File: src/rtl/core/sseq_pkg.sv
// ----------------------------------------------------------------------------
// sseq_pkg
// Shared types and constants for the sorted sequence merge block.
// ----------------------------------------------------------------------------
package sseq_pkg;

    localparam int DATA_W = 32;
    localparam int CMD_W  = 2;

    // Bit positions inside the result tuser
    localparam int USER_SEC_BIT = 0;
    localparam int USER_OVF_BIT = 1;
    localparam int OUT_USER_W   = 2;

    typedef enum logic [CMD_W-1:0] {
        CMD_LOAD_FIRST  = 2'd0,
        CMD_LOAD_SECOND = 2'd1,
        CMD_MERGE       = 2'd2,
        CMD_CLEAR       = 2'd3
    } cmd_t;

    typedef logic signed [DATA_W-1:0] data_t;

endpackage

File: src/rtl/core/sorted_sequence_merge.sv
// ----------------------------------------------------------------------------
// sorted_sequence_merge
// Two list buffers of signed values with a two-way merge that streams the
// combined run out of the buffer read ports.
// ----------------------------------------------------------------------------
// Load and clear: clear gives no result; a load result is on m_* in the cycle
//   after the item is accepted, and loads go back to back while m_tready is high.
// Merge: heads pass the buffer read register, then the output register;
//   results follow one per cycle while m_tready is high, paced by the single
//   read port of each buffer. s_tready is low while the merge runs.
// Reset clears both counts, the sequencer and the output valid; buffer
//   contents are left as they are and only entries below the counts are used.
// ----------------------------------------------------------------------------
module sorted_sequence_merge #(
    parameter int LIST_DEPTH = 32
) (
    input  logic                              aclk,
    input  logic                              aresetn,
    input  logic                              s_tvalid,
    output logic                              s_tready,
    input  logic signed [sseq_pkg::DATA_W-1:0] s_tdata,  // [31:0] value
    input  logic [sseq_pkg::CMD_W-1:0]        s_tuser,  // [1:0] cmd
    output logic                              m_tvalid,
    input  logic                              m_tready,
    output logic signed [sseq_pkg::DATA_W-1:0] m_tdata,  // [31:0] merged_value
    output logic [sseq_pkg::OUT_USER_W-1:0]   m_tuser,  // [0] from_second, [1] overflow
    output logic                              m_tlast
);
    import sseq_pkg::*;

    localparam int CW = $clog2(LIST_DEPTH + 1);
    localparam int AW = (LIST_DEPTH > 1) ? $clog2(LIST_DEPTH) : 1;

    typedef enum logic {
        ST_IDLE,
        ST_MERGE
    } state_t;

    state_t        state_reg, state_next;
    logic [CW-1:0] first_cnt_reg, first_cnt_next;
    logic [CW-1:0] second_cnt_reg, second_cnt_next;
    logic [CW-1:0] first_idx_reg, first_idx_next;
    logic [CW-1:0] second_idx_reg, second_idx_next;
    logic          out_valid_reg, out_valid_next;
    data_t         out_data_reg, out_data_next;
    logic          out_sec_reg, out_sec_next;
    logic          out_last_reg, out_last_next;
    logic          out_ovf_reg, out_ovf_next;

    logic          out_free;
    logic          in_fire;
    cmd_t          cmd;
    logic          first_full, second_full;
    logic          first_we, second_we;
    logic          first_has, second_has;
    logic          take_first;
    logic          run_last;
    logic [CW-1:0] first_idx_inc, second_idx_inc;
    data_t         first_head, second_head;

    sseq_list_mem #(
        .DEPTH (LIST_DEPTH),
        .AW    (AW)
    ) u_first_mem (
        .aclk    (aclk),
        .wr_en   (first_we),
        .wr_addr (first_cnt_reg[AW-1:0]),
        .wr_data (s_tdata),
        .rd_addr (first_idx_next[AW-1:0]),
        .rd_data (first_head)
    );

    sseq_list_mem #(
        .DEPTH (LIST_DEPTH),
        .AW    (AW)
    ) u_second_mem (
        .aclk    (aclk),
        .wr_en   (second_we),
        .wr_addr (second_cnt_reg[AW-1:0]),
        .wr_data (s_tdata),
        .rd_addr (second_idx_next[AW-1:0]),
        .rd_data (second_head)
    );

    assign out_free    = !out_valid_reg || m_tready;
    assign s_tready    = (state_reg == ST_IDLE) && out_free;
    assign in_fire     = s_tvalid && s_tready;
    assign cmd         = cmd_t'(s_tuser);
    assign first_full  = (first_cnt_reg == CW'(LIST_DEPTH));
    assign second_full = (second_cnt_reg == CW'(LIST_DEPTH));

    assign first_has      = (first_idx_reg != first_cnt_reg);
    assign second_has     = (second_idx_reg != second_cnt_reg);
    assign first_idx_inc  = first_idx_reg + CW'(1);
    assign second_idx_inc = second_idx_reg + CW'(1);
    // tie goes to the second list
    assign take_first = first_has && (!second_has || (first_head < second_head));
    assign run_last   = take_first ? ((first_idx_inc == first_cnt_reg) && !second_has)
                                   : (!first_has && (second_idx_inc == second_cnt_reg));

    always_comb begin
        state_next      = state_reg;
        first_cnt_next  = first_cnt_reg;
        second_cnt_next = second_cnt_reg;
        first_idx_next  = first_idx_reg;
        second_idx_next = second_idx_reg;
        out_valid_next  = out_valid_reg && !m_tready;
        out_data_next   = out_data_reg;
        out_sec_next    = out_sec_reg;
        out_last_next   = out_last_reg;
        out_ovf_next    = out_ovf_reg;
        first_we        = 1'b0;
        second_we       = 1'b0;

        case (state_reg)
            ST_IDLE: begin
                if (in_fire) begin
                    case (cmd)
                        CMD_LOAD_FIRST: begin
                            out_valid_next = 1'b1;
                            out_data_next  = '0;
                            out_sec_next   = 1'b0;
                            out_last_next  = 1'b0;
                            out_ovf_next   = first_full;
                            if (!first_full) begin
                                first_we       = 1'b1;
                                first_cnt_next = first_cnt_reg + CW'(1);
                            end
                        end
                        CMD_LOAD_SECOND: begin
                            out_valid_next = 1'b1;
                            out_data_next  = '0;
                            out_sec_next   = 1'b0;
                            out_last_next  = 1'b0;
                            out_ovf_next   = second_full;
                            if (!second_full) begin
                                second_we       = 1'b1;
                                second_cnt_next = second_cnt_reg + CW'(1);
                            end
                        end
                        CMD_MERGE: begin
                            // point both read ports at the heads
                            first_idx_next  = '0;
                            second_idx_next = '0;
                            if ((first_cnt_reg != '0) || (second_cnt_reg != '0)) begin
                                state_next = ST_MERGE;
                            end
                        end
                        CMD_CLEAR: begin
                            first_cnt_next  = '0;
                            second_cnt_next = '0;
                        end
                        default: begin
                            state_next = ST_IDLE;
                        end
                    endcase
                end
            end
            ST_MERGE: begin
                // hold indexes while the output slot is occupied
                if (out_free) begin
                    out_valid_next = 1'b1;
                    out_data_next  = take_first ? first_head : second_head;
                    out_sec_next   = !take_first;
                    out_last_next  = run_last;
                    out_ovf_next   = 1'b0;
                    if (take_first) begin
                        first_idx_next = first_idx_inc;
                    end else begin
                        second_idx_next = second_idx_inc;
                    end
                    if (run_last) begin
                        state_next = ST_IDLE;
                    end
                end
            end
            default: begin
                state_next = ST_IDLE;
            end
        endcase
    end

    always_ff @(posedge aclk) begin
        if (!aresetn) begin
            state_reg      <= ST_IDLE;
            first_cnt_reg  <= '0;
            second_cnt_reg <= '0;
            first_idx_reg  <= '0;
            second_idx_reg <= '0;
            out_valid_reg  <= 1'b0;
        end else begin
            state_reg      <= state_next;
            first_cnt_reg  <= first_cnt_next;
            second_cnt_reg <= second_cnt_next;
            first_idx_reg  <= first_idx_next;
            second_idx_reg <= second_idx_next;
            out_valid_reg  <= out_valid_next;
        end
    end

    always_ff @(posedge aclk) begin
        out_data_reg <= out_data_next;
        out_sec_reg  <= out_sec_next;
        out_last_reg <= out_last_next;
        out_ovf_reg  <= out_ovf_next;
    end

    assign m_tvalid                = out_valid_reg;
    assign m_tdata                 = out_data_reg;
    assign m_tuser[USER_SEC_BIT]   = out_sec_reg;
    assign m_tuser[USER_OVF_BIT]   = out_ovf_reg;
    assign m_tlast                 = out_last_reg;

    a_cnt_bound: assert property (@(posedge aclk) disable iff (!aresetn)
        (first_cnt_reg <= CW'(LIST_DEPTH)) && (second_cnt_reg <= CW'(LIST_DEPTH)))
        else $error("list count beyond depth");

    a_idx_bound: assert property (@(posedge aclk) disable iff (!aresetn)
        (state_reg == ST_MERGE) |->
        (first_idx_reg <= first_cnt_reg) && (second_idx_reg <= second_cnt_reg))
        else $error("merge index beyond count");

    a_merge_work: assert property (@(posedge aclk) disable iff (!aresetn)
        (state_reg == ST_MERGE) |-> (first_has || second_has))
        else $error("merge active with both lists drained");

    a_ovf_clean: assert property (@(posedge aclk) disable iff (!aresetn)
        (m_tvalid && m_tuser[USER_OVF_BIT]) |-> (!m_tlast && !m_tuser[USER_SEC_BIT]))
        else $error("overflow result carries merge flags");

    a_last_ends: assert property (@(posedge aclk) disable iff (!aresetn)
        ((state_reg == ST_MERGE) && out_free && run_last) |=> (state_reg == ST_IDLE))
        else $error("merge did not end after last item");

endmodule

File: src/rtl/core/sseq_list_mem.sv
// ----------------------------------------------------------------------------
// sseq_list_mem
// One list buffer: single write port, single read port, registered read data.
// ----------------------------------------------------------------------------
module sseq_list_mem #(
    parameter int DEPTH = 32,
    parameter int AW    = 5
) (
    input  logic               aclk,
    input  logic               wr_en,
    input  logic [AW-1:0]      wr_addr,
    input  sseq_pkg::data_t    wr_data,
    input  logic [AW-1:0]      rd_addr,
    output sseq_pkg::data_t    rd_data
);
    import sseq_pkg::*;

    data_t mem [DEPTH];
    data_t rd_data_reg;

    always_ff @(posedge aclk) begin
        if (wr_en) begin
            mem[wr_addr] <= wr_data;
        end
    end

    always_ff @(posedge aclk) begin
        rd_data_reg <= mem[rd_addr];
    end

    assign rd_data = rd_data_reg;

endmodule
File: config.mk
export PLATFORM = sky130hd
export DESIGN_NAME = sorted_sequence_merge
export DESIGN_NICKNAME = d
export VERILOG_FILES = /design/src/rtl/core/sseq_pkg.sv /design/src/rtl/core/sorted_sequence_merge.sv /design/src/rtl/core/sseq_list_mem.sv
export SDC_FILE = /design/constraint.sdc
export NUM_CORES = 2
export LEC_CHECK = 0
export BUFFER_PORTS_ARGS = -buffer_cell sky130_fd_sc_hd__clkbuf_2
export CAP_MARGIN = 20
export CORE_ASPECT_RATIO = 1.2
export CORE_UTILIZATION = 55
export CTS_CLUSTER_DIAMETER = 40
export CTS_CLUSTER_SIZE = 28
export DETAILED_ROUTE_END_ITERATION = 6
export PLACE_DENSITY = 0.74
export RECOVER_POWER = 50
export SLEW_MARGIN = 15
export SYNTH_ARGS = -nofsm -noshare
export SYNTH_HDL_FRONTEND = slang
export SYNTH_HIERARCHICAL = 1
export SYNTH_SLANG_ARGS = --single-unit
File: constraint.sdc
create_clock -name aclk -period 3.5 [get_ports aclk]
set_input_delay 0.35 -clock aclk [delete_from_list [all_inputs] [get_ports aclk]]
set_output_delay 0.35 -clock aclk [all_outputs]
set_load 0.01 [all_outputs]
==> flow_summary.json <==
{
  "synthesis.area_mm2": 0.08541,
  "synth_seq_cells": 2173,
  "combPwrFrac": 0.042,
  "cts_htree_levels": 4,
  "area_growth_pct": 23.73,
  "p_leak_nw": 33.32,
  "cp_cell_sequence": "inv_2 -> ha_4 -> a211o_1 -> a31oi_1 -> o311a_1 -> o31a_1 -> o31a_4 -> nand4_1 -> mux2i_4 -> buf_6 -> clkbuf_16 -> clkbuf_16 -> buf_16 -> mux2i_1 -> a22o_1 -> nor3_2 -> a31oi_1 -> buf_4 -> nand3_4",
  "cts_root_buf": "clkbuf_16",
  "initial_core_util": 0.5532,
  "reg_top3": "u_first_mem/mem: 1024 flops, u_second_mem/mem: 1024 flops",
  "min_to": "u_second_mem/mem[14][19]",
  "dp_hpwl_um": 128100,
  "ys.flop_type": "edfxtp_1",
  "clock_latency_ps": 840,
  "nets": 5820,
  "power_density_mw_per_mm2": 483.7,
  "rows": 158,
  "status": "finished, violations left",
  "maxSlewHeadroom": -1.506,
  "setup.worst_path.start_class": "register",
  "track_usage": 0.2913,
  "fin_crit_sh": 1.199,
  "crit_path_end_kind": "register",
  "dr_total_vias": 51040,
  "swShare": 0.2222,
  "grt_pass1_wl_um": 326900,
  "numCtsBuffers": 167,
  "p_int_mw": 39.76,
  "wl_per_cell_um": 30.39,
  "synth_cell_types": 61,
  "violations": "design-rule violations, max-capacitance violations, max-slew violations, negative setup slack",
  "reg2reg_slack_ps": -700,
  "synth-edff-count": 2083,
  "die_y_um": 433.7,
  "whs_path_depth": 1,
  "cp_num_buf_inv": 6,
  "cp_slowest_cell": "o311a_1",
  "fin_ws_ps": -695.9,
  "min_period_ps": 4196,
  "seqPwrFrac": 0.560,
  "timing.rr.start": "u_second_mem/rd_data[2]",
  "cp.required_ps": 4180,
  "worstMarginPinSlew_ps": 3759,
  "antenna_found_initial": 10,
  "dieArea_mm2": 0.1569,
  "async_reset_ff_frac": 0,
  "vias_per_cell": 6.400,
  "p_clk_frac": 0.398,
  "grt_pass1_vias": 48830,
  "dr.pass1.iters": 7,
  "met3_usage": 0.07407,
  "clock-sinks": 2173,
  "postPlaceCellArea_mm2": 0.09310,
  "io_buffers": 74,
  "final_area_mm2": 0.1057,
  "slowest_delay_ps": 410,
  "report.final.slew_viol_count": 1417,
  "synthCells": 5042,
  "die_x_um": 361.7,
  "timing.critical_path.arrival_ps": 4880,
  "ant_nets": 0,
  "cts_tree": "yes",
  "first_iter_violations": 6859,
  "cts.reportedPaths.clkPinSlew_ps": 80,
  "finalHoldViolCount": 0,
  "grt_max_degree": 65,
  "io_pins": 75,
  "route.detailed.drc": 4,
  "cts_max_path_buffers": 3,
  "totalWireLength_um": 242400,
  "max-vdd-ir-drop_v": 0.0004033,
  "skew_ps": 45.11,
  "rsz0062_at_grt": "yes",
  "fillers": 9118,
  "cap_viol_max_count": 36,
  "core_area_mm2": 0.1544,
  "crit_family": "compound AO/OA/AOI/OAI gates",
  "synth.net_count": 5117,
  "postSynthAreaPerCell_um2": 16.94,
  "cp_max_fo": 7,
  "overflow": 0,
  "switchingPower_mw": 11.36,
  "fmax_mhz": 238.3,
  "hold_start": "s_tdata[19]",
  "met2_usage": 0.4579,
  "hp-class": "primary input to register",
  "groute.layer.met1.usage": 0.3774,
  "r2r_end": "u_first_mem/rd_data[25]",
  "ys_seq_area_frac": 0.7534,
  "layout-drive-gt1-share": 0.2472,
  "grt_busiest_layer": "met2",
  "setup_viol": 64,
  "crit_type": "register to register",
  "rr_worst_depth": 19,
  "ys_warn_count": 6,
  "routabilityCongestion": 0.8845,
  "whs_ps": 116.1
}
==> per-layer routing <==
metal	wire length [um]	up-vias
met5	67	-
met4	12780	10
met3	27790	556
met2	113800	3224
met1	87950	25910
li1	-	21340
==> synth_stat cells (all sizes together) (3+ instances only) <==
master,count,share of area
nand3,252,0.015
or3,5,0.00037
a22o,128,0.013
inv,40,0.0018
o21a,3,0.00026
and2,6,0.00044
nand4,17,0.0012
nor2,91,0.0040
a22oi,194,0.017
nand3b,11,0.00097
o311ai,3,0.00031
clkbuf,116,0.0053
dfxtp,90,0.021
buf,172,0.014
a21oi,247,0.014
o211ai,3,0.00032
xor2,16,0.0016
nand4b,4,0.00048
a31oi,80,0.0059
and3,12,0.00088
nor2b,3,0.00022
nand2b,8,0.00059
xnor2,16,0.0017
nor4,4,0.00029
a31o,3,0.00041
or3b,6,0.00062
nor3,70,0.0041
edfxtp,2083,0.73
ha,37,0.0054
o21ai,40,0.0023
mux2i,1028,0.12
o31ai,3,0.00032
nand2,227,0.010
==> worst reg2reg max path, cell delays in order (launching register included) <==
cell	delay (ps)
dfxtp_2	340
inv_2	40
ha_4	260
a211o_1	110
a31oi_1	40
o311a_1	410
o31a_1	330
o31a_4	390
nand4_1	190
mux2i_4	290
buf_6	160
clkbuf_16	170
clkbuf_16	170
buf_16	140
mux2i_1	240
a22o_1	190
nor3_2	60
a31oi_1	190
buf_4	190
nand3_4	120
==> area by class of cell <==
class	count	area, um2	area share
Clock buffer	184	4402	0.04165
Sequential cell	2173	64390	0.6093
Antenna cell	7	17.52	0.0001658
Inverter	40	155.1	0.001468
Multi-Input combinational cell	2542	22440	0.2123
Tap cell	2080	2603	0.02463
Timing Repair Buffer	821	10160	0.09615
Clock inverter	129	1514	0.01433
==> repair_timing <==
| action | 4_1_cts | 5_1_grt |
|---|---|---|
| resized for setup | 478 | 315 |
| cloned | 45 | 27 |
| buffers inserted | 98 | 87 |
| endpoints found under the hold margin | 21 | 3 |
| hold buffers | 5 | 1 |
| pin swaps | 142 | 188 |
| endpoints found under the setup margin | 64 | 64 |
==> cells in the final DEF, fill, tap and decap left out, types with 23 or more instances in the layout <==
master,Yosys,final
edfxtp_1,2083,2083
mux2i_1,1028,953
buf_4,72,323
a21oi_1,247,229
nand2_1,227,225
clkbuf_16,0,200
a22oi_1,194,170
nand3_1,252,168
buf_12,0,156
a22o_1,128,117
clkbuf_1,112,115
buf_6,31,85
dfxtp_1,90,68
buf_16,0,66
nor2_4,0,66
mux2i_2,0,59
nand3_2,0,49
a31oi_1,79,44
o21ai_0,40,37
nand3_4,0,35
inv_1,40,33
nor3_4,0,32
inv_6,0,30
buf_8,0,30
a31oi_4,0,29
inv_8,0,26
nor2_1,91,25
a22oi_2,0,24
ha_1,37,23
nor3_2,0,23
==> worst max path at each step <==
stage	from	to	slack, ps	depth (start not counted)
floorplan	first_cnt_reg[1]	u_first_mem/mem[12][0]	-140	7
global placement	u_second_mem/rd_data[22]	u_first_mem/rd_data[24]	-1370	18
detailed placement	u_second_mem/rd_data[22]	u_first_mem/rd_data[24]	-1350	18
CTS	u_second_mem/rd_data[2]	u_first_mem/rd_data[23]	-590	18
global route	u_second_mem/rd_data[2]	u_first_mem/rd_data[25]	-800	19
finish	u_second_mem/rd_data[2]	u_first_mem/rd_data[25]	-700	19
==> power groups by stage <==
stage | Sequential, mW | Combinational (mW) | Clock (mW)
after floorplan | 29.2 | 0.707 | 0
after global placement | 29.2 | 1.65 | 0
after detailed placement | 29.2 | 1.70 | 0
after CTS | 28.6 | 2.02 | 20.4
after global routing | 28.6 | 2.22 | 21.4
final | 28.6 | 2.14 | 20.4
==> logic make-up after synthesis <==
kind of cell | Yosys count | synth area share
xor+xnor | 32 | 0.003369
flops | 2173 | 0.7534
fa+ha+maj | 37 | 0.005420
mux | 1028 | 0.1205
compound gates | 717 | 0.05598
buf+inv | 328 | 0.02133
simple gates | 727 | 0.03998
==> stage by stage <==
step	worst slack (ps)	instances	setup TNS [ps]	power (mW)	util
2_1_floorplan	-135.9	5042	-49710	29.86	-
3_3_place_gp	-1374	7437	-62360	30.82	0.6024
3_5_place_dp	-1347	7441	-61970	30.88	0.6030
4_1_cts	-594.2	7884	-29360	50.98	0.6698
5_1_grt	-798.5	7971	-42510	52.19	0.6844
6_report	-695.9	7976	-35460	51.12	0.6845
(Power assumes the default switching activity.)
